<file path="src/hdl/ip_pair_session_table_assert.svh">
// ----------------------------------------------------------------------------
// ip_pair_session_table assertion macros
// Shared concurrent assertion forms for the session table RTL.
// ----------------------------------------------------------------------------
`ifndef IP_PAIR_SESSION_TABLE_ASSERT_SVH
`define IP_PAIR_SESSION_TABLE_ASSERT_SVH

// condition holds at every edge out of reset
`define IPST_ASSERT_ALWAYS(label, clk, rstn, cond, msg) \
    label: assert property (@(posedge clk) disable iff (!rstn) (cond)) else $error(msg);

// consequent holds in the same cycle as the antecedent
`define IPST_ASSERT_IMPL(label, clk, rstn, ante, cons, msg) \
    label: assert property (@(posedge clk) disable iff (!rstn) (ante) |-> (cons)) else $error(msg);

// consequent holds in the cycle after the antecedent
`define IPST_ASSERT_NEXT(label, clk, rstn, ante, cons, msg) \
    label: assert property (@(posedge clk) disable iff (!rstn) (ante) |=> (cons)) else $error(msg);

`endif

</file>
<file path="src/hdl/ipst_pkg.sv">
// ----------------------------------------------------------------------------
// ipst_pkg
// Types, codes and hash helpers shared by the session table modules.
// ----------------------------------------------------------------------------
package ipst_pkg;

    localparam int KEY_W = 32;

    localparam logic [1:0] REQ_ALLOC  = 2'd0;
    localparam logic [1:0] REQ_LOOKUP = 2'd1;
    localparam logic [1:0] REQ_FREE   = 2'd2;

    localparam logic [1:0] ST_OK        = 2'd0;
    localparam logic [1:0] ST_DUP       = 2'd1;
    localparam logic [1:0] ST_FULL      = 2'd2;
    localparam logic [1:0] ST_NOT_FOUND = 2'd3;

    localparam int ROT_V4 = 4;
    localparam int ROT_V6 = 2;

    localparam logic [KEY_W-1:0] SEED_RST = 32'd1;
    localparam logic [KEY_W-1:0] SEED_MIN = 32'd1;

    localparam int Q_DEPTH = 2;
    localparam int Q_AW    = $clog2(Q_DEPTH);

    typedef struct packed {
        logic [1:0]       req_type;
        logic [5:0]       free_index;
        logic [KEY_W-1:0] key_add;
        logic [KEY_W-1:0] key_xor;
    } cmd_t;

    function automatic logic [KEY_W-1:0] fold(
        input logic [KEY_W-1:0] a,
        input logic             is_v6,
        input logic [KEY_W-1:0] w
    );
        logic [KEY_W-1:0] rot;
        if (is_v6) begin
            rot = (a << ROT_V6) | (a >> (KEY_W - ROT_V6));
        end else begin
            rot = (a << ROT_V4) | (a >> (KEY_W - ROT_V4));
        end
        return rot + w;
    endfunction

endpackage

</file>
<file path="src/hdl/ipst_fifo.sv">
// ----------------------------------------------------------------------------
// ipst_fifo
// Short command queue between the hashing front and the table engine.
// ----------------------------------------------------------------------------
module ipst_fifo (
    input  logic           aclk,
    input  logic           aresetn,
    input  logic           in_valid,
    output logic           in_ready,
    input  ipst_pkg::cmd_t in_data,
    output logic           out_valid,
    input  logic           out_ready,
    output ipst_pkg::cmd_t out_data
);
    import ipst_pkg::*;

    cmd_t            entry_reg [Q_DEPTH];
    logic [Q_AW-1:0] wr_ptr_reg, wr_ptr_next;
    logic [Q_AW-1:0] rd_ptr_reg, rd_ptr_next;
    logic [Q_AW:0]   count_reg, count_next;
    logic            push;
    logic            pop;

    assign in_ready  = (count_reg != (Q_AW+1)'(Q_DEPTH));
    assign out_valid = (count_reg != '0);
    assign out_data  = entry_reg[rd_ptr_reg];
    assign push      = in_valid && in_ready;
    assign pop       = out_valid && out_ready;

    always_comb begin
        wr_ptr_next = push ? wr_ptr_reg + 1'b1 : wr_ptr_reg;
        rd_ptr_next = pop ? rd_ptr_reg + 1'b1 : rd_ptr_reg;
        count_next  = count_reg;
        if (push && !pop) begin
            count_next = count_reg + 1'b1;
        end else if (pop && !push) begin
            count_next = count_reg - 1'b1;
        end
    end

    always_ff @(posedge aclk) begin
        if (!aresetn) begin
            wr_ptr_reg <= '0;
            rd_ptr_reg <= '0;
            count_reg  <= '0;
        end else begin
            wr_ptr_reg <= wr_ptr_next;
            rd_ptr_reg <= rd_ptr_next;
            count_reg  <= count_next;
        end
    end

    always_ff @(posedge aclk) begin
        if (push) begin
            entry_reg[wr_ptr_reg] <= in_data;
        end
    end

endmodule

</file>
<file path="config.mk">
export PLATFORM = sky130hd
export DESIGN_NAME = ipst_fifo
export DESIGN_NICKNAME = d
export VERILOG_FILES = /design/src/hdl/ip_pair_session_table_assert.svh /design/src/hdl/ipst_pkg.sv /design/src/hdl/ipst_fifo.sv
export SDC_FILE = /design/constraint.sdc
export NUM_CORES = 1
export LEC_CHECK = 0
export BUFFER_PORTS_ARGS = -buffer_cell sky130_fd_sc_hd__buf_2
export CORE_MARGIN = 1
export CORE_UTILIZATION = 45
export CTS_CLUSTER_SIZE = 10
export DETAILED_ROUTE_END_ITERATION = 10
export HOLD_SLACK_MARGIN = 0.12
export PLACE_DENSITY = 0.74
export REMOVE_ABC_BUFFERS = 1
export SKIP_LAST_GASP = 1
export SYNTH_ARGS = -nofsm -noshare
export SYNTH_HDL_FRONTEND = slang
export SYNTH_SLANG_ARGS = --single-unit
</file>
<file path="constraint.sdc">
create_clock -name aclk -period 2.86 [get_ports aclk]
set_clock_uncertainty 0.05 [all_clocks]
set_input_delay 0.572 -clock aclk [delete_from_list [all_inputs] [get_ports aclk]]
set_output_delay 0.572 -clock aclk [all_outputs]
set_load 0.01 [all_outputs]
</file>
# ---- Word-level counts from Yosys, hierarchy flattened
# Memories as Yosys holds them, arrays and structs flattened. A register that Yosys moved wholly into a read port is not among the register bits.
# Cells that the tools add are included.
# Widths: inputs -> output; s select.
dict set report op_classes {
  n_mux 6
  n_reduce_logical 8
  n_addsub 4
  n_eq_ne 1
}
# operator n
set ops {}
lappend ops {{$logic_and 1x1->1} 4}
lappend ops {{$mux 1} 4}
lappend ops {{$mux 2} 2}
lappend ops {{$reduce_bool 2->1} 2}
lappend ops {{$add 1x1->1 const B} 2}
lappend ops {{$add 2x1->2 const B} 1}
lappend ops {{$logic_not 1->1} 2}
lappend ops {{$ne 2x2->1 const B} 1}
lappend ops {{$sub 2x1->2 const B} 1}
dict set report totals {
  mem_bits_rw 144
  out_inout_bits 74
  mem_count 1
  reg_bits 4
}
# memory words width rd rd_ports_with_merged_regs write_ports line_no
set mem_list {}
lappend mem_list {entry_reg 2 72 1 1 1 ipst_fifo.sv:17} ;# cmd_t entry_reg [Q_DEPTH];

# ---- Longest topological paths before layout
dict set report logic_depth {
  word_depth 6
  ltp_mapped 6
  ltp_nobuf 6
}

# ---- Worst setup path before layout
# No wires, ideal clock.
dict set report synth_path {
  kind {flip-flop to flip-flop}
  startpoint {register count_reg[0]}
  endpoint {memory entry_reg[1][0] in the netlist's numbering (enable)}
  required_time_ps 2372
  path_stages_with_launch 3
  arrival_ps 2307
  setup_time_ps 438
  synth_period_minus_slack_ps 2796
  path_buffers 0
  path_slack_ps 64
  cell_sequence {dfxtp_1 -> nand2b_4 -> and3_1}
}
dict set report synth_between {
  elab_chain_len 4
}
# item line_no
set synth_rtl {}
lappend synth_rtl {{start: declaration} ipst_fifo.sv:20} ;# logic [Q_AW:0] count_reg, count_next;
lappend synth_rtl {{start signal: assignment} ipst_fifo.sv:49} ;# count_reg <= count_next;
lappend synth_rtl {{$ne 2x2->1} ipst_fifo.sv:24} ;# assign in_ready = (count_reg != (Q_AW+1)'(Q_DEPTH));
lappend synth_rtl {{net in_ready} ipst_fifo.sv:9} ;# output logic in_ready,
lappend synth_rtl {{$logic_and 1x1->1} ipst_fifo.sv:27} ;# assign push = in_valid && in_ready;
lappend synth_rtl {{$mux 1} ipst_fifo.sv:54} ;# if (push) begin
lappend synth_rtl {{$mux 1 (not written as such)} ipst_fifo.sv:55} ;# entry_reg[wr_ptr_reg] <= in_data;
lappend synth_rtl {{end: declaration} ipst_fifo.sv:17}
# The timed path passes the listed nets, and every way through them passes these cells.

==> metrics.txt <==
status complete, but fails checks; violated checks DRC; post-route ant nets 0; Vert. Die Dim ~110 um; clk_lat worst skew between 400 and 500 ps; setup bufs post-CTS 0; largest net degree at the start of global routing 73; sw frac 0.255; GRT overflow 0; critical path startpoint category flop; Tmin final around 2300 ps; worst-margin pin slew between 500 and 600 ps; Hold Crit Class in -> reg; GRT Util Overall 0.157; DIE AREA approximately 13000 um2; routability cong. a little over 0.7; Sw Pwr approximately 1600 uW; Int Pwr about 4700 uW; Port Buffers 149; unrepaired setup endpoints after global routing no; Die X 112 um; Comb power frac 0.228; flops & latches, synth roughly 150; Clk pwr share 0.325; Layout fillers 872; antenna violations before repair 1; WL/cell approximately 16 um; Final Total Pwr between 6000 and 7000 uW; first-pass GRT wire length 14500 um; Critical Path RT ~2200 ps; critical-path cell list buf_12 -> mux2_2 -> buf_2; number of setup violations in the final report 0; Seq. cell area between 4000 and 5000 um2; worst vdd rail ir drop roughly 0.56 mV; CP Class reg -> out; Slew headroom 0.630; MaxCap Viol Count 0; # rows 39; largest stage delay on the critical path around 400 ps; Boundary Pins 150; ANT cells 0; share of cells above drive strength 1 0.602; max reg flops around 140; via count approximately 2800; Multi-input gate area around 950 um2; synthesized cell area between 5000 and 6000 um2; Final HPWL DP around 5800 um; Cells after Synth ~250; fin util 0.598; clock buffer depth 2; CTS resizes 0; H-tree Lvls 4; routed vias/inst 4.88; clock sinks around 150; Avg Inst Size Synth approximately 22 um2; CTS Buf Count 17; post-synthesis sequential area ratio 0.815; Tcrit/Tclk final 0.800; yosys warns 0; fin nets approximately 490; DR iter-0 viols 181; Pleak between 0.002 and 0.003 uW; DRT Pass-1 Iters 7; WP data arrival 1660 ps; slowest CP cell mux2_2; Fmax around 440 MHz; core area approximately 12000 um2; P&R area growth vs syn 27.3%; power per standard cell area about 910 nW/um2; Seq pwr share 0.448; Final Max Slew Viols 0; Initial Utilization 0.470; final wirelength between 9000 and 10000 um; clock root cell clkbuf_16; clk slew on worst S/H paths about 60 ps; CTS tree done; crit path capture type output pin; DRC viols 10; unique cell type count in the Yosys netlist 20; CTS Hold Bufs 0; vias in the first global route around 2900; Final Hold Viols 0; worst-path fanout max 72
-- routing by layer --
metal	track usage	wire, um
met4	0.0820	191
met5	0	17
met3	0.0675	766
met2	0.244	4490
met1	0.185	3840
-- critical path, delay by kind of cell, from the launching register on --
family,cells,cell delay [ps]
buf+inv,2,480
mux,1,400
flops,1,350
-- synthesized netlist by cell type --
cell type	count	area share
o21ai_1	1	0.00092
inv_1	1	0.00069
edfxtp_1	144	0.80
buf_2	3	0.0028
buf_4	5	0.0069
and3_1	1	0.0012
or3_1	1	0.0012
nand3b_1	1	0.0014
and2_1	4	0.0046
nand2b_4	1	0.0025
dfxtp_1	5	0.018
xnor2_1	2	0.0032
a21boi_0	1	0.0014
ha_1	1	0.0023
o21ai_0	1	0.00092
or2_2	1	0.0012
a21boi_1	1	0.0014
a21bo_2	1	0.0018
mux2_2	72	0.15
xor2_1	1	0.0016
-- layout make-up --
| type | count | area share |
|---|---|---|
| repair buffers | 153 | 0.116 |
| flip-flops and latches | 149 | 0.641 |
| inverters | 1 | 0.000724 |
| clock buffers | 26 | 0.0708 |
| well taps | 143 | 0.0259 |
| clock inverters | 6 | 0.00779 |
| multi-input cells | 90 | 0.138 |
-- placed cells by master, fill, tap and decap left out, drive strengths merged, types with 2 or more instances in the layout --
| master | instances |
|---|---|
| mux2 | 72 |
| clkbuf | 26 |
| a21boi | 2 |
| clkinv | 6 |
| edfxtp | 144 |
| dfxtp | 5 |
| o21ai | 2 |
| xnor2 | 2 |
| and2 | 4 |
| buf | 153 |
-- kinds of logic after synthesis --
| family | after synthesis | share of synthesized area |
|---|---|---|
| DFF | 149 | 0.815 |
| muxes | 72 | 0.149 |
| AOI/OAI and AO/OA | 5 | 0.00645 |
| buffers and inverters | 9 | 0.0104 |
| and+or+nand+nor | 9 | 0.0120 |
| xor gates and xnor gates | 3 | 0.00484 |
| adders and majority gates | 1 | 0.00230 |
-- power groups by stage --
stage                     clock network, uW  logic (uW)  registers, uW
after CTS                              2070        1460           2810
after floorplan                           0         811           2930
final                                  2030        1430           2810
after detailed placement                  0        1450           2850
after global routing                   2160        1540           2830
after global placement                    0        1430           2830
-- final timing paths --
| kind | from | endpoint | slack [ps] | cells after the start |
|---|---|---|---|---|
| setup reg to reg | count_reg[0] | entry_reg[0][59] | 840 | 4 |
| hold / removal | in_data[71] | entry_reg[1][71] | 290 | 1 |
| hold reg to reg | count_reg[1] | count_reg[1] | 530 | 2 |
| setup / recovery | flop | out_data[21] | 570 | 3 |
-- through the flow --
step,cell area (um2),setup TNS [ps],instances,setup WS [ps],hold slack [ps]
global route,6910,0,568,509,276
floorplan,5380,-4830,240,-67.1,462
detailed placement,6370,0,536,735,528
finish,6910,0,568,573,291
CTS,6910,0,568,544,277
global placement,6370,0,536,781,478
No activity file was read; power rests on OpenSTA's default activity.
