--- src/hdl/ip_pair_session_table_assert.svh ---
// ----------------------------------------------------------------------------
// ip_pair_session_table assertion macros
// Shared concurrent assertion forms for the session table RTL.
// ----------------------------------------------------------------------------
`ifndef IP_PAIR_SESSION_TABLE_ASSERT_SVH
`define IP_PAIR_SESSION_TABLE_ASSERT_SVH

// condition holds at every edge out of reset
`define IPST_ASSERT_ALWAYS(label, clk, rstn, cond, msg) \
    label: assert property (@(posedge clk) disable iff (!rstn) (cond)) else $error(msg);

// consequent holds in the same cycle as the antecedent
`define IPST_ASSERT_IMPL(label, clk, rstn, ante, cons, msg) \
    label: assert property (@(posedge clk) disable iff (!rstn) (ante) |-> (cons)) else $error(msg);

// consequent holds in the cycle after the antecedent
`define IPST_ASSERT_NEXT(label, clk, rstn, ante, cons, msg) \
    label: assert property (@(posedge clk) disable iff (!rstn) (ante) |=> (cons)) else $error(msg);

`endif

--- src/hdl/ipst_pkg.sv ---
// ----------------------------------------------------------------------------
// ipst_pkg
// Types, codes and hash helpers shared by the session table modules.
// ----------------------------------------------------------------------------
package ipst_pkg;

    localparam int KEY_W = 32;

    localparam logic [1:0] REQ_ALLOC  = 2'd0;
    localparam logic [1:0] REQ_LOOKUP = 2'd1;
    localparam logic [1:0] REQ_FREE   = 2'd2;

    localparam logic [1:0] ST_OK        = 2'd0;
    localparam logic [1:0] ST_DUP       = 2'd1;
    localparam logic [1:0] ST_FULL      = 2'd2;
    localparam logic [1:0] ST_NOT_FOUND = 2'd3;

    localparam int ROT_V4 = 4;
    localparam int ROT_V6 = 2;

    localparam logic [KEY_W-1:0] SEED_RST = 32'd1;
    localparam logic [KEY_W-1:0] SEED_MIN = 32'd1;

    localparam int Q_DEPTH = 2;
    localparam int Q_AW    = $clog2(Q_DEPTH);

    typedef struct packed {
        logic [1:0]       req_type;
        logic [5:0]       free_index;
        logic [KEY_W-1:0] key_add;
        logic [KEY_W-1:0] key_xor;
    } cmd_t;

    function automatic logic [KEY_W-1:0] fold(
        input logic [KEY_W-1:0] a,
        input logic             is_v6,
        input logic [KEY_W-1:0] w
    );
        logic [KEY_W-1:0] rot;
        if (is_v6) begin
            rot = (a << ROT_V6) | (a >> (KEY_W - ROT_V6));
        end else begin
            rot = (a << ROT_V4) | (a >> (KEY_W - ROT_V4));
        end
        return rot + w;
    endfunction

endpackage

--- src/hdl/ipst_front.sv ---
// ----------------------------------------------------------------------------
// ipst_front
// Accepts requests and folds the address pair into the two keys, one word
// per cycle, then hands the command to the queue.
// ----------------------------------------------------------------------------
module ipst_front (
    input  logic                       aclk,
    input  logic                       aresetn,
    input  logic [ipst_pkg::KEY_W-1:0] hash_seed,
    input  logic                       hold_off,
    input  logic                       s_valid,
    output logic                       s_ready,
    input  logic [1:0]                 s_req_type,
    input  logic                       s_local_is_v6,
    input  logic [31:0]                s_local_word0,
    input  logic [31:0]                s_local_word1,
    input  logic [31:0]                s_local_word2,
    input  logic [31:0]                s_local_word3,
    input  logic                       s_remote_is_v6,
    input  logic [31:0]                s_remote_word0,
    input  logic [31:0]                s_remote_word1,
    input  logic [31:0]                s_remote_word2,
    input  logic [31:0]                s_remote_word3,
    input  logic [5:0]                 s_free_index,
    output logic                       q_valid,
    output ipst_pkg::cmd_t             q_data,
    input  logic                       q_ready
);
    import ipst_pkg::*;

    localparam logic [1:0] F_IDLE = 2'd0;
    localparam logic [1:0] F_HASH = 2'd1;
    localparam logic [1:0] F_PUSH = 2'd2;

    logic [1:0]       state_reg, state_next;
    logic [2:0]       step_reg, step_next;
    logic [KEY_W-1:0] a_reg, a_next;
    logic [KEY_W-1:0] x_reg, x_next;
    logic [1:0]       req_reg;
    logic             lv6_reg;
    logic             rv6_reg;
    logic [31:0]      lw_reg [4];
    logic [31:0]      rw_reg [4];
    logic [5:0]       fidx_reg;

    logic             load;
    logic [KEY_W-1:0] seed_eff;
    logic [KEY_W-1:0] first_add;
    logic [2:0]       lcnt;
    logic [2:0]       last_step;
    logic [2:0]       rstep;
    logic [31:0]      word;
    logic             rot_v6;

    assign seed_eff  = (hash_seed == '0) ? SEED_MIN : hash_seed;
    assign first_add = seed_eff + s_local_word0;
    assign lcnt      = lv6_reg ? 3'd3 : 3'd1;
    assign last_step = lcnt + (rv6_reg ? 3'd4 : 3'd2) - 3'd1;
    assign rstep     = step_reg - lcnt;

    always_comb begin
        if (step_reg < lcnt) begin
            word   = lv6_reg ? lw_reg[2'(step_reg + 3'd1)] : lw_reg[0];
            rot_v6 = lv6_reg;
        end else begin
            word   = rv6_reg ? rw_reg[rstep[1:0]] : rw_reg[0];
            rot_v6 = rv6_reg;
        end
    end

    always_comb begin
        state_next = state_reg;
        step_next  = step_reg;
        a_next     = a_reg;
        x_next     = x_reg;
        load       = 1'b0;
        case (state_reg)
            F_IDLE: begin
                if (s_valid && s_ready) begin
                    load       = 1'b1;
                    a_next     = first_add;
                    x_next     = first_add;
                    step_next  = '0;
                    state_next = F_HASH;
                end
            end
            F_HASH: begin
                a_next    = fold(a_reg, rot_v6, word);
                x_next    = x_reg ^ a_next;
                step_next = step_reg + 3'd1;
                if (step_reg == last_step) begin
                    state_next = F_PUSH;
                end
            end
            F_PUSH: begin
                if (q_ready) begin
                    state_next = F_IDLE;
                end
            end
            default: begin
                state_next = F_IDLE;
            end
        endcase
    end

    always_ff @(posedge aclk) begin
        if (!aresetn) begin
            state_reg <= F_IDLE;
            step_reg  <= '0;
        end else begin
            state_reg <= state_next;
            step_reg  <= step_next;
        end
    end

    always_ff @(posedge aclk) begin
        a_reg <= a_next;
        x_reg <= x_next;
        if (load) begin
            req_reg   <= s_req_type;
            lv6_reg   <= s_local_is_v6;
            rv6_reg   <= s_remote_is_v6;
            lw_reg[0] <= s_local_word0;
            lw_reg[1] <= s_local_word1;
            lw_reg[2] <= s_local_word2;
            lw_reg[3] <= s_local_word3;
            rw_reg[0] <= s_remote_word0;
            rw_reg[1] <= s_remote_word1;
            rw_reg[2] <= s_remote_word2;
            rw_reg[3] <= s_remote_word3;
            fidx_reg  <= s_free_index;
        end
    end

    assign s_ready = (state_reg == F_IDLE) && !hold_off;
    assign q_valid = (state_reg == F_PUSH);

    always_comb begin
        q_data.req_type   = req_reg;
        q_data.free_index = fidx_reg;
        q_data.key_add    = (a_reg == '0) ? seed_eff : a_reg;
        q_data.key_xor    = x_reg;
    end

endmodule

--- config.mk ---
export PLATFORM = sky130hd
export DESIGN_NAME = ipst_front
export DESIGN_NICKNAME = d
export VERILOG_FILES = /design/src/hdl/ip_pair_session_table_assert.svh /design/src/hdl/ipst_pkg.sv /design/src/hdl/ipst_front.sv
export SDC_FILE = /design/constraint.sdc
export NUM_CORES = 1
export LEC_CHECK = 0
export BUFFER_PORTS_ARGS = -buffer_cell sky130_fd_sc_hd__buf_2
export CAP_MARGIN = 20
export CORE_MARGIN = 4
export CORE_UTILIZATION = 35
export DETAILED_ROUTE_END_ITERATION = 6
export GPL_ROUTABILITY_DRIVEN = 0
export PLACE_DENSITY = 0.66
export REMOVE_ABC_BUFFERS = 1
export SLEW_MARGIN = 25
export SYNTH_ARGS = -nofsm -noshare
export SYNTH_HDL_FRONTEND = slang
export SYNTH_SLANG_ARGS = --single-unit
--- constraint.sdc ---
create_clock -name aclk -period 11.8 [get_ports aclk]
set_input_delay 1.18 -clock aclk [delete_from_list [all_inputs] [get_ports aclk]]
set_output_delay 1.18 -clock aclk [all_outputs]
set_load 0.1 [all_outputs]
Word level (Yosys, flattened, before mapping) --
Memories as Yosys holds them, arrays and structs flattened. Cells that the tools add are included.
Word-level totals: register bits 79, bits in writable memories 256, bits of input ports 303, logic and storage cells 58, memories kept 2
Memory list:
- lw_reg | words 4, bits a word 32, read ports 2, clocked after memory_dff 0, write ports 4, RTL line ipst_front.sv:42 | logic [31:0] lw_reg [4];
- rw_reg | words 4, bits a word 32, read ports 2, clocked after memory_dff 0, write ports 4, RTL line ipst_front.sv:43 | logic [31:0] rw_reg [4];
Operators by class: add/subtract/negate cells 6, $lt $le $gt $ge 1, equality and inequality tests 6, multiplexer cells 23, bitwise operators 3, reductions and logical operators 9
Operators by type and width (number):
- 2-to-1 mux 32 bit | 8
- case mux 32 bit (2 select lines) | 2
- adder 32 bit | 2
- logical NOT 32 bit | 2
- OR 32 x 2 -> 32 bit | 1
- OR 32 x 4 -> 32 bit | 1
- XOR 32 bit | 1
- 2-to-1 mux 2 bit | 4
- 2-to-1 mux 3 bit | 2
- case mux 2 bit (3 select lines) | 1
- case mux 3 bit (2 select lines) | 1
- 2-to-1 mux 1 bit | 5
- inequality test 2 bit (second input constant) | 2
- adder 2 x 3 -> 3 bit | 1
- adder 3 x 1 -> 3 bit (second input constant) | 1
- == test 3 bit | 1
- < comparator 3 x 2 -> 1 bit | 1
- AND reduction 3 bit | 1
- subtractor 3 x 1 -> 3 bit (second input constant) | 1
- == test 2 x 1 -> 1 bit (second input constant) | 1
- == test 2 bit (second input constant) | 1
- logical AND 1 bit | 2
- logical NOT 2 bit | 1
- inequality test 2 x 1 -> 1 bit (second input constant) | 1
- other kinds (4) | 4

Logic depth before layout (Yosys ltp) --
word-level depth 8, mapped depth 19, mapped depth without buffers 17

Least setup slack after synthesis --
Ideal clock, no wire load.
path kind input port to flip-flop, start point input port hold_off, end point register fidx_reg[0] (enable), arrival time 8.925 ns, required time 11.183 ns, setup slack 2.258 ns, stages on the path 3, path buffers 0, cell sequence nor3_1 -> nand2_1 -> inv_1
On the way: longest elaborated chain between the ends 5
Ends and longest elaborated chain:
- from (decl) | RTL line ipst_front.sv:10 | input logic hold_off,
- logical NOT 1 bit | RTL line ipst_front.sv:135 | assign s_ready = (state_reg == F_IDLE) && !hold_off;
- logical AND 1 bit | RTL line ipst_front.sv:135
- logical AND 1 bit | RTL line ipst_front.sv:79 | if (s_valid && s_ready) begin
- 2-to-1 mux 1 bit | RTL line ipst_front.sv:79
- 2-to-1 mux 1 bit | RTL line ipst_front.sv:77 | case (state_reg)
- net load | RTL line ipst_front.sv:46 | logic load;
- to (signal assigned) | RTL line ipst_front.sv:131 | fidx_reg <= s_free_index;
- to (decl) | RTL line ipst_front.sv:44 | logic [5:0] fidx_reg;
The timed path passes the listed nets, and every way through them passes these cells. A chain may end at the register's enable or synchronous reset.

Worst setup path after layout --
start point register step_reg[0], end point register x_reg[30], data pin
On the way: longest elaborated chain between the ends 7
Ends and longest elaborated chain:
- from (decl) | RTL line ipst_front.sv:36 | logic [2:0] step_reg, step_next;
- from (signal assigned) | RTL line ipst_front.sv:112 | step_reg <= step_next;
- adder 3 x 1 -> 3 bit, or another cell as far along
- memory read (4 x 32 bit), or another cell as far along
- 2-to-1 mux 32 bit, on equally long branches | RTL line ipst_front.sv:63, ipst_front.sv:66, ipst_pkg.sv:40
- 2-to-1 mux 32 bit, on equally long branches | RTL line ipst_front.sv:62, ipst_front.sv:77
- adder 32 bit (*) | RTL line ipst_pkg.sv:45 | return rot + w;
- XOR 32 bit (*) | RTL line ipst_front.sv:89 | x_next = x_reg ^ a_next;
- case mux 32 bit (2 select lines) (*) | RTL line ipst_front.sv:77
- net x_next[30] | RTL line ipst_front.sv:38 | logic [KEY_W-1:0] x_reg, x_next;
- to (signal assigned) | RTL line ipst_front.sv:118 | x_reg <= x_next;
- to (decl) | RTL line ipst_front.sv:38
Mark *: on every way through the listed nets, which the timed path passes. The rest lies on a longest branch. The select of a mux whose other input is x is not followed.

==> impl_metrics.toml <==
[outcome]
outcome = "complete, no violations"

[timing]
finalSetupViolCount = 0
relSlewSlack_pct = 34.97
setup_tns_ns = 0
slew_viol_final = 0
rsz0062_at_grt = "no"
skew_ns = 0.03120
tightest_slew_ns = 0.9755
fmax_mhz = 171.7
min_period_ns = 5.826
period_share_pct = 49.37
finalHoldViolCount = 0

[global_route]
grt_pass1_wl_um = 78500
grt_pass1_vias = 12700
grt_usage_pct = 19.23
grt_max_degree = 124
antenna_found_initial = 8
grt-ovfl-total = 0

[synthesis]
synth_area_per_cell_um2 = 13.45
ys_warn_count = 0
synth_fa_ha_area_share_pct = 4.819
synthSimpleGateAreaFrac_pct = 6.353
synthFlopType = "edfxtp_1"
synth_compound_area_share_pct = 12.71
ys_ff_latch = 335
synth_edf_count = 330
ys_seq_area_share_pct = 56.53
synth_mux_area_share_pct = 12.50
yosysUniqueCellTypes = 64
async_flop_share_pct = 0
synth_top_family_by_area = "compound AO/OA/AOI/OAI gates"
synth_area_um2 = 17710
synthXorXnorAreaFrac_pct = 4.629
synth_cells = 1316

[hold_path]
worstHoldEndpoint = "step_reg[2]"
holdCritStartpoint = "step_reg[2]"
hold_path.class = "flip-flop to flip-flop"
hold_depth = 2

[clock_network]
htree_levels = 2
cts_sinks = 335
cts_resized = 0
clock-root-buffer = "clkbuf_16"
postCtsHoldBufs = 0
cts_buffers = 40
cts_tree = "yes"
clock_latency_ns = 0.57
path_clk_slew_ns = 0.06
cts_setup_buffers = 0
clock_path_buffers = 3

[route]
final_antenna_net_count = 0
dr.pass1.iters = 5
viasPerCell = 5.324
num_vias = 12550
drc = 0
drt_iter0_drc = 729
totalWireLength_um = 53870
wl_per_cell_um = 22.85

[finish]
seq_area_um2 = 10010
syn2layout_area_growth_pct = 21.79
layout.cells.most_common = "buf_2"
nNetsFinal = 2027
fillerInstances = 4660
final_cell_mix = "buf_2, edfxtp_1, a21oi_1"
drive_gt1_share_pct = 33.73
fin_util_pct = 43.07
final_cell_area_um2 = 21560
multi_input_area_um2 = 7305

[power]
pwr_density_cell_nw_per_um2 = 183.7
p_clk_share_pct = 31.4
power_mw = 3.962
pwr-share-seq_pct = 37.7
p_sw_share_pct = 34.45
p_switching_mw = 1.365
peakVddDrop_v = 0.0001350
p_leak_nw = 8.297
pwr-share-comb_pct = 30.8
power.internal_mw = 2.597

[floorplan]
die_area_um2 = 54250
coreArea_um2 = 50070
io_pins = 377
die_w_um = 232.9
die_y_um = 232.9
std_cell_rows = 82
initial_core_util_pct = 35.36

[worst_setup_path]
timing.rr.end = "x_reg[30]"
r2r_cells = 16
worstPathRequired_ns = 12.08
cp_max_fo = 45
critPathLaunchType = "flip-flop"
endpoint_kind = "flip-flop"
worstSetupPathType = "flip-flop to flip-flop"
rrSetupSlack_ns = 5.97
arrival_ns = 6.10
r2r_start = "step_reg[0]"

[placement]
portBuffers = 376
dpl_cell_area_um2 = 20240
post-dp-hpwl_um = 40690

[flow_run]
maxCapViolCount = 0
==> metrics by stage <==
step / setup WS (ns) / hold WS (ns) / std cells
5_1_grt: 5.602 / 0.6284 / 2357
4_1_cts: 5.860 / 0.6039 / 2356
3_5_place_dp: 5.888 / 0.5946 / 2287
3_3_place_gp: 5.998 / 0.5986 / 2287
2_1_floorplan: 2.258 / 0.4929 / 1225
6_report: 5.974 / 0.6038 / 2357
==> cell families after synthesis <==
logic type | count (synthesis)
adder cells (fa/ha/maj) | 67
AND/OR/NAND/NOR | 227
buffers and inverters | 115
XOR/XNOR | 92
AO/OA/AOI/OAI | 343
flip-flops | 335
multiplexers | 137
==> routing by layer <==
layer / vias to the layer above / track usage (%) / wire (um)
met5: - / 0 / 77
li1: 5807 / - / -
met4: 12 / 6.126 / 1539
met2: 437 / 32.22 / 26240
met1: 6199 / 24.50 / 21950
met3: 94 / 4.860 / 4064
==> power by group through the flow <==
stage / clock (mW) / sequential [mW] / combinational (mW)
floorplan: 0 / 1.66 / 0.771
global placement: 0 / 1.52 / 1.20
detailed placement: 0 / 1.52 / 1.22
CTS: 1.28 / 1.50 / 1.22
global route: 1.33 / 1.50 / 1.31
finish: 1.25 / 1.50 / 1.22
==> worst max path at each step <==
stage	start	end	slack [ns]	cells past startpoint
floorplan	hold_off	fidx_reg[0]	2.26	3
global placement	step_reg[0]	x_reg[26]	6.00	16
detailed placement	step_reg[0]	x_reg[26]	5.89	16
CTS	step_reg[0]	x_reg[30]	5.86	16
global route	step_reg[0]	x_reg[22]	5.60	16
finish	step_reg[0]	x_reg[30]	5.97	16
==> layout make-up <==
| type | count | area share [%] |
|---|---|---|
| Antenna cell | 1 | 0.01160 |
| Clock buffer | 52 | 5.187 |
| Clock inverter | 17 | 0.9283 |
| Inverter | 24 | 0.4526 |
| Multi-Input combinational cell | 866 | 33.87 |
| Sequential cell | 335 | 46.43 |
| Tap cell | 672 | 3.899 |
| Timing Repair Buffer | 390 | 9.214 |
==> synthesized netlist by cell type (3+ instances only) <==
library cell    n  area [um2]
ha_1           65       813.3
mux2_2         33       371.6
nor2_1         33       123.9
mux4_2         64        1441
nand2b_1        7       43.79
xnor2_1        55       481.7
dfxtp_1         5       100.1
mux2i_1        40       400.4
and3_1          5       31.28
a211o_1         5       43.79
nand4_1        11       68.82
a21o_1         55       412.9
clkbuf_1       84       315.3
and2_1          4       25.02
a21boi_0        4       30.03
nand3_1        14       70.07
xor2_1         36       315.3
or3_1           8       50.05
nand2_1        74       277.8
a211oi_1       47       352.8
o31ai_1         5       37.54
inv_1          24       90.09
o21bai_1       12       90.09
a21oi_1        99       495.5
o21a_1          8       60.06
a31oi_1         4       25.02
nor4_1         17       106.4
a2111oi_2       3       45.04
edfxtp_1      330        9910
o21ai_0        64       320.3
nor3_1         14       70.07
o21ai_1         3       15.01
buf_1           5       18.77
nor2b_1        36       225.2
o211ai_1        8       60.06
==> worst max-delay path: stages (launching register included) <==
cell and delay (ns):
dfxtp_4 0.65, buf_4 0.67, a211oi_1 0.32, a21boi_4 0.22, buf_4 0.41, mux2_2 0.40
ha_1 0.25, fa_1 0.47, a21o_1 0.21, a311o_1 0.41, a21oi_2 0.20, nor2_1 0.12
a2111o_1 0.43, a31oi_2 0.23, o21ai_1 0.15, xnor2_1 0.20, a21oi_1 0.09
No activity file was read; power rests on OpenSTA's default activity.
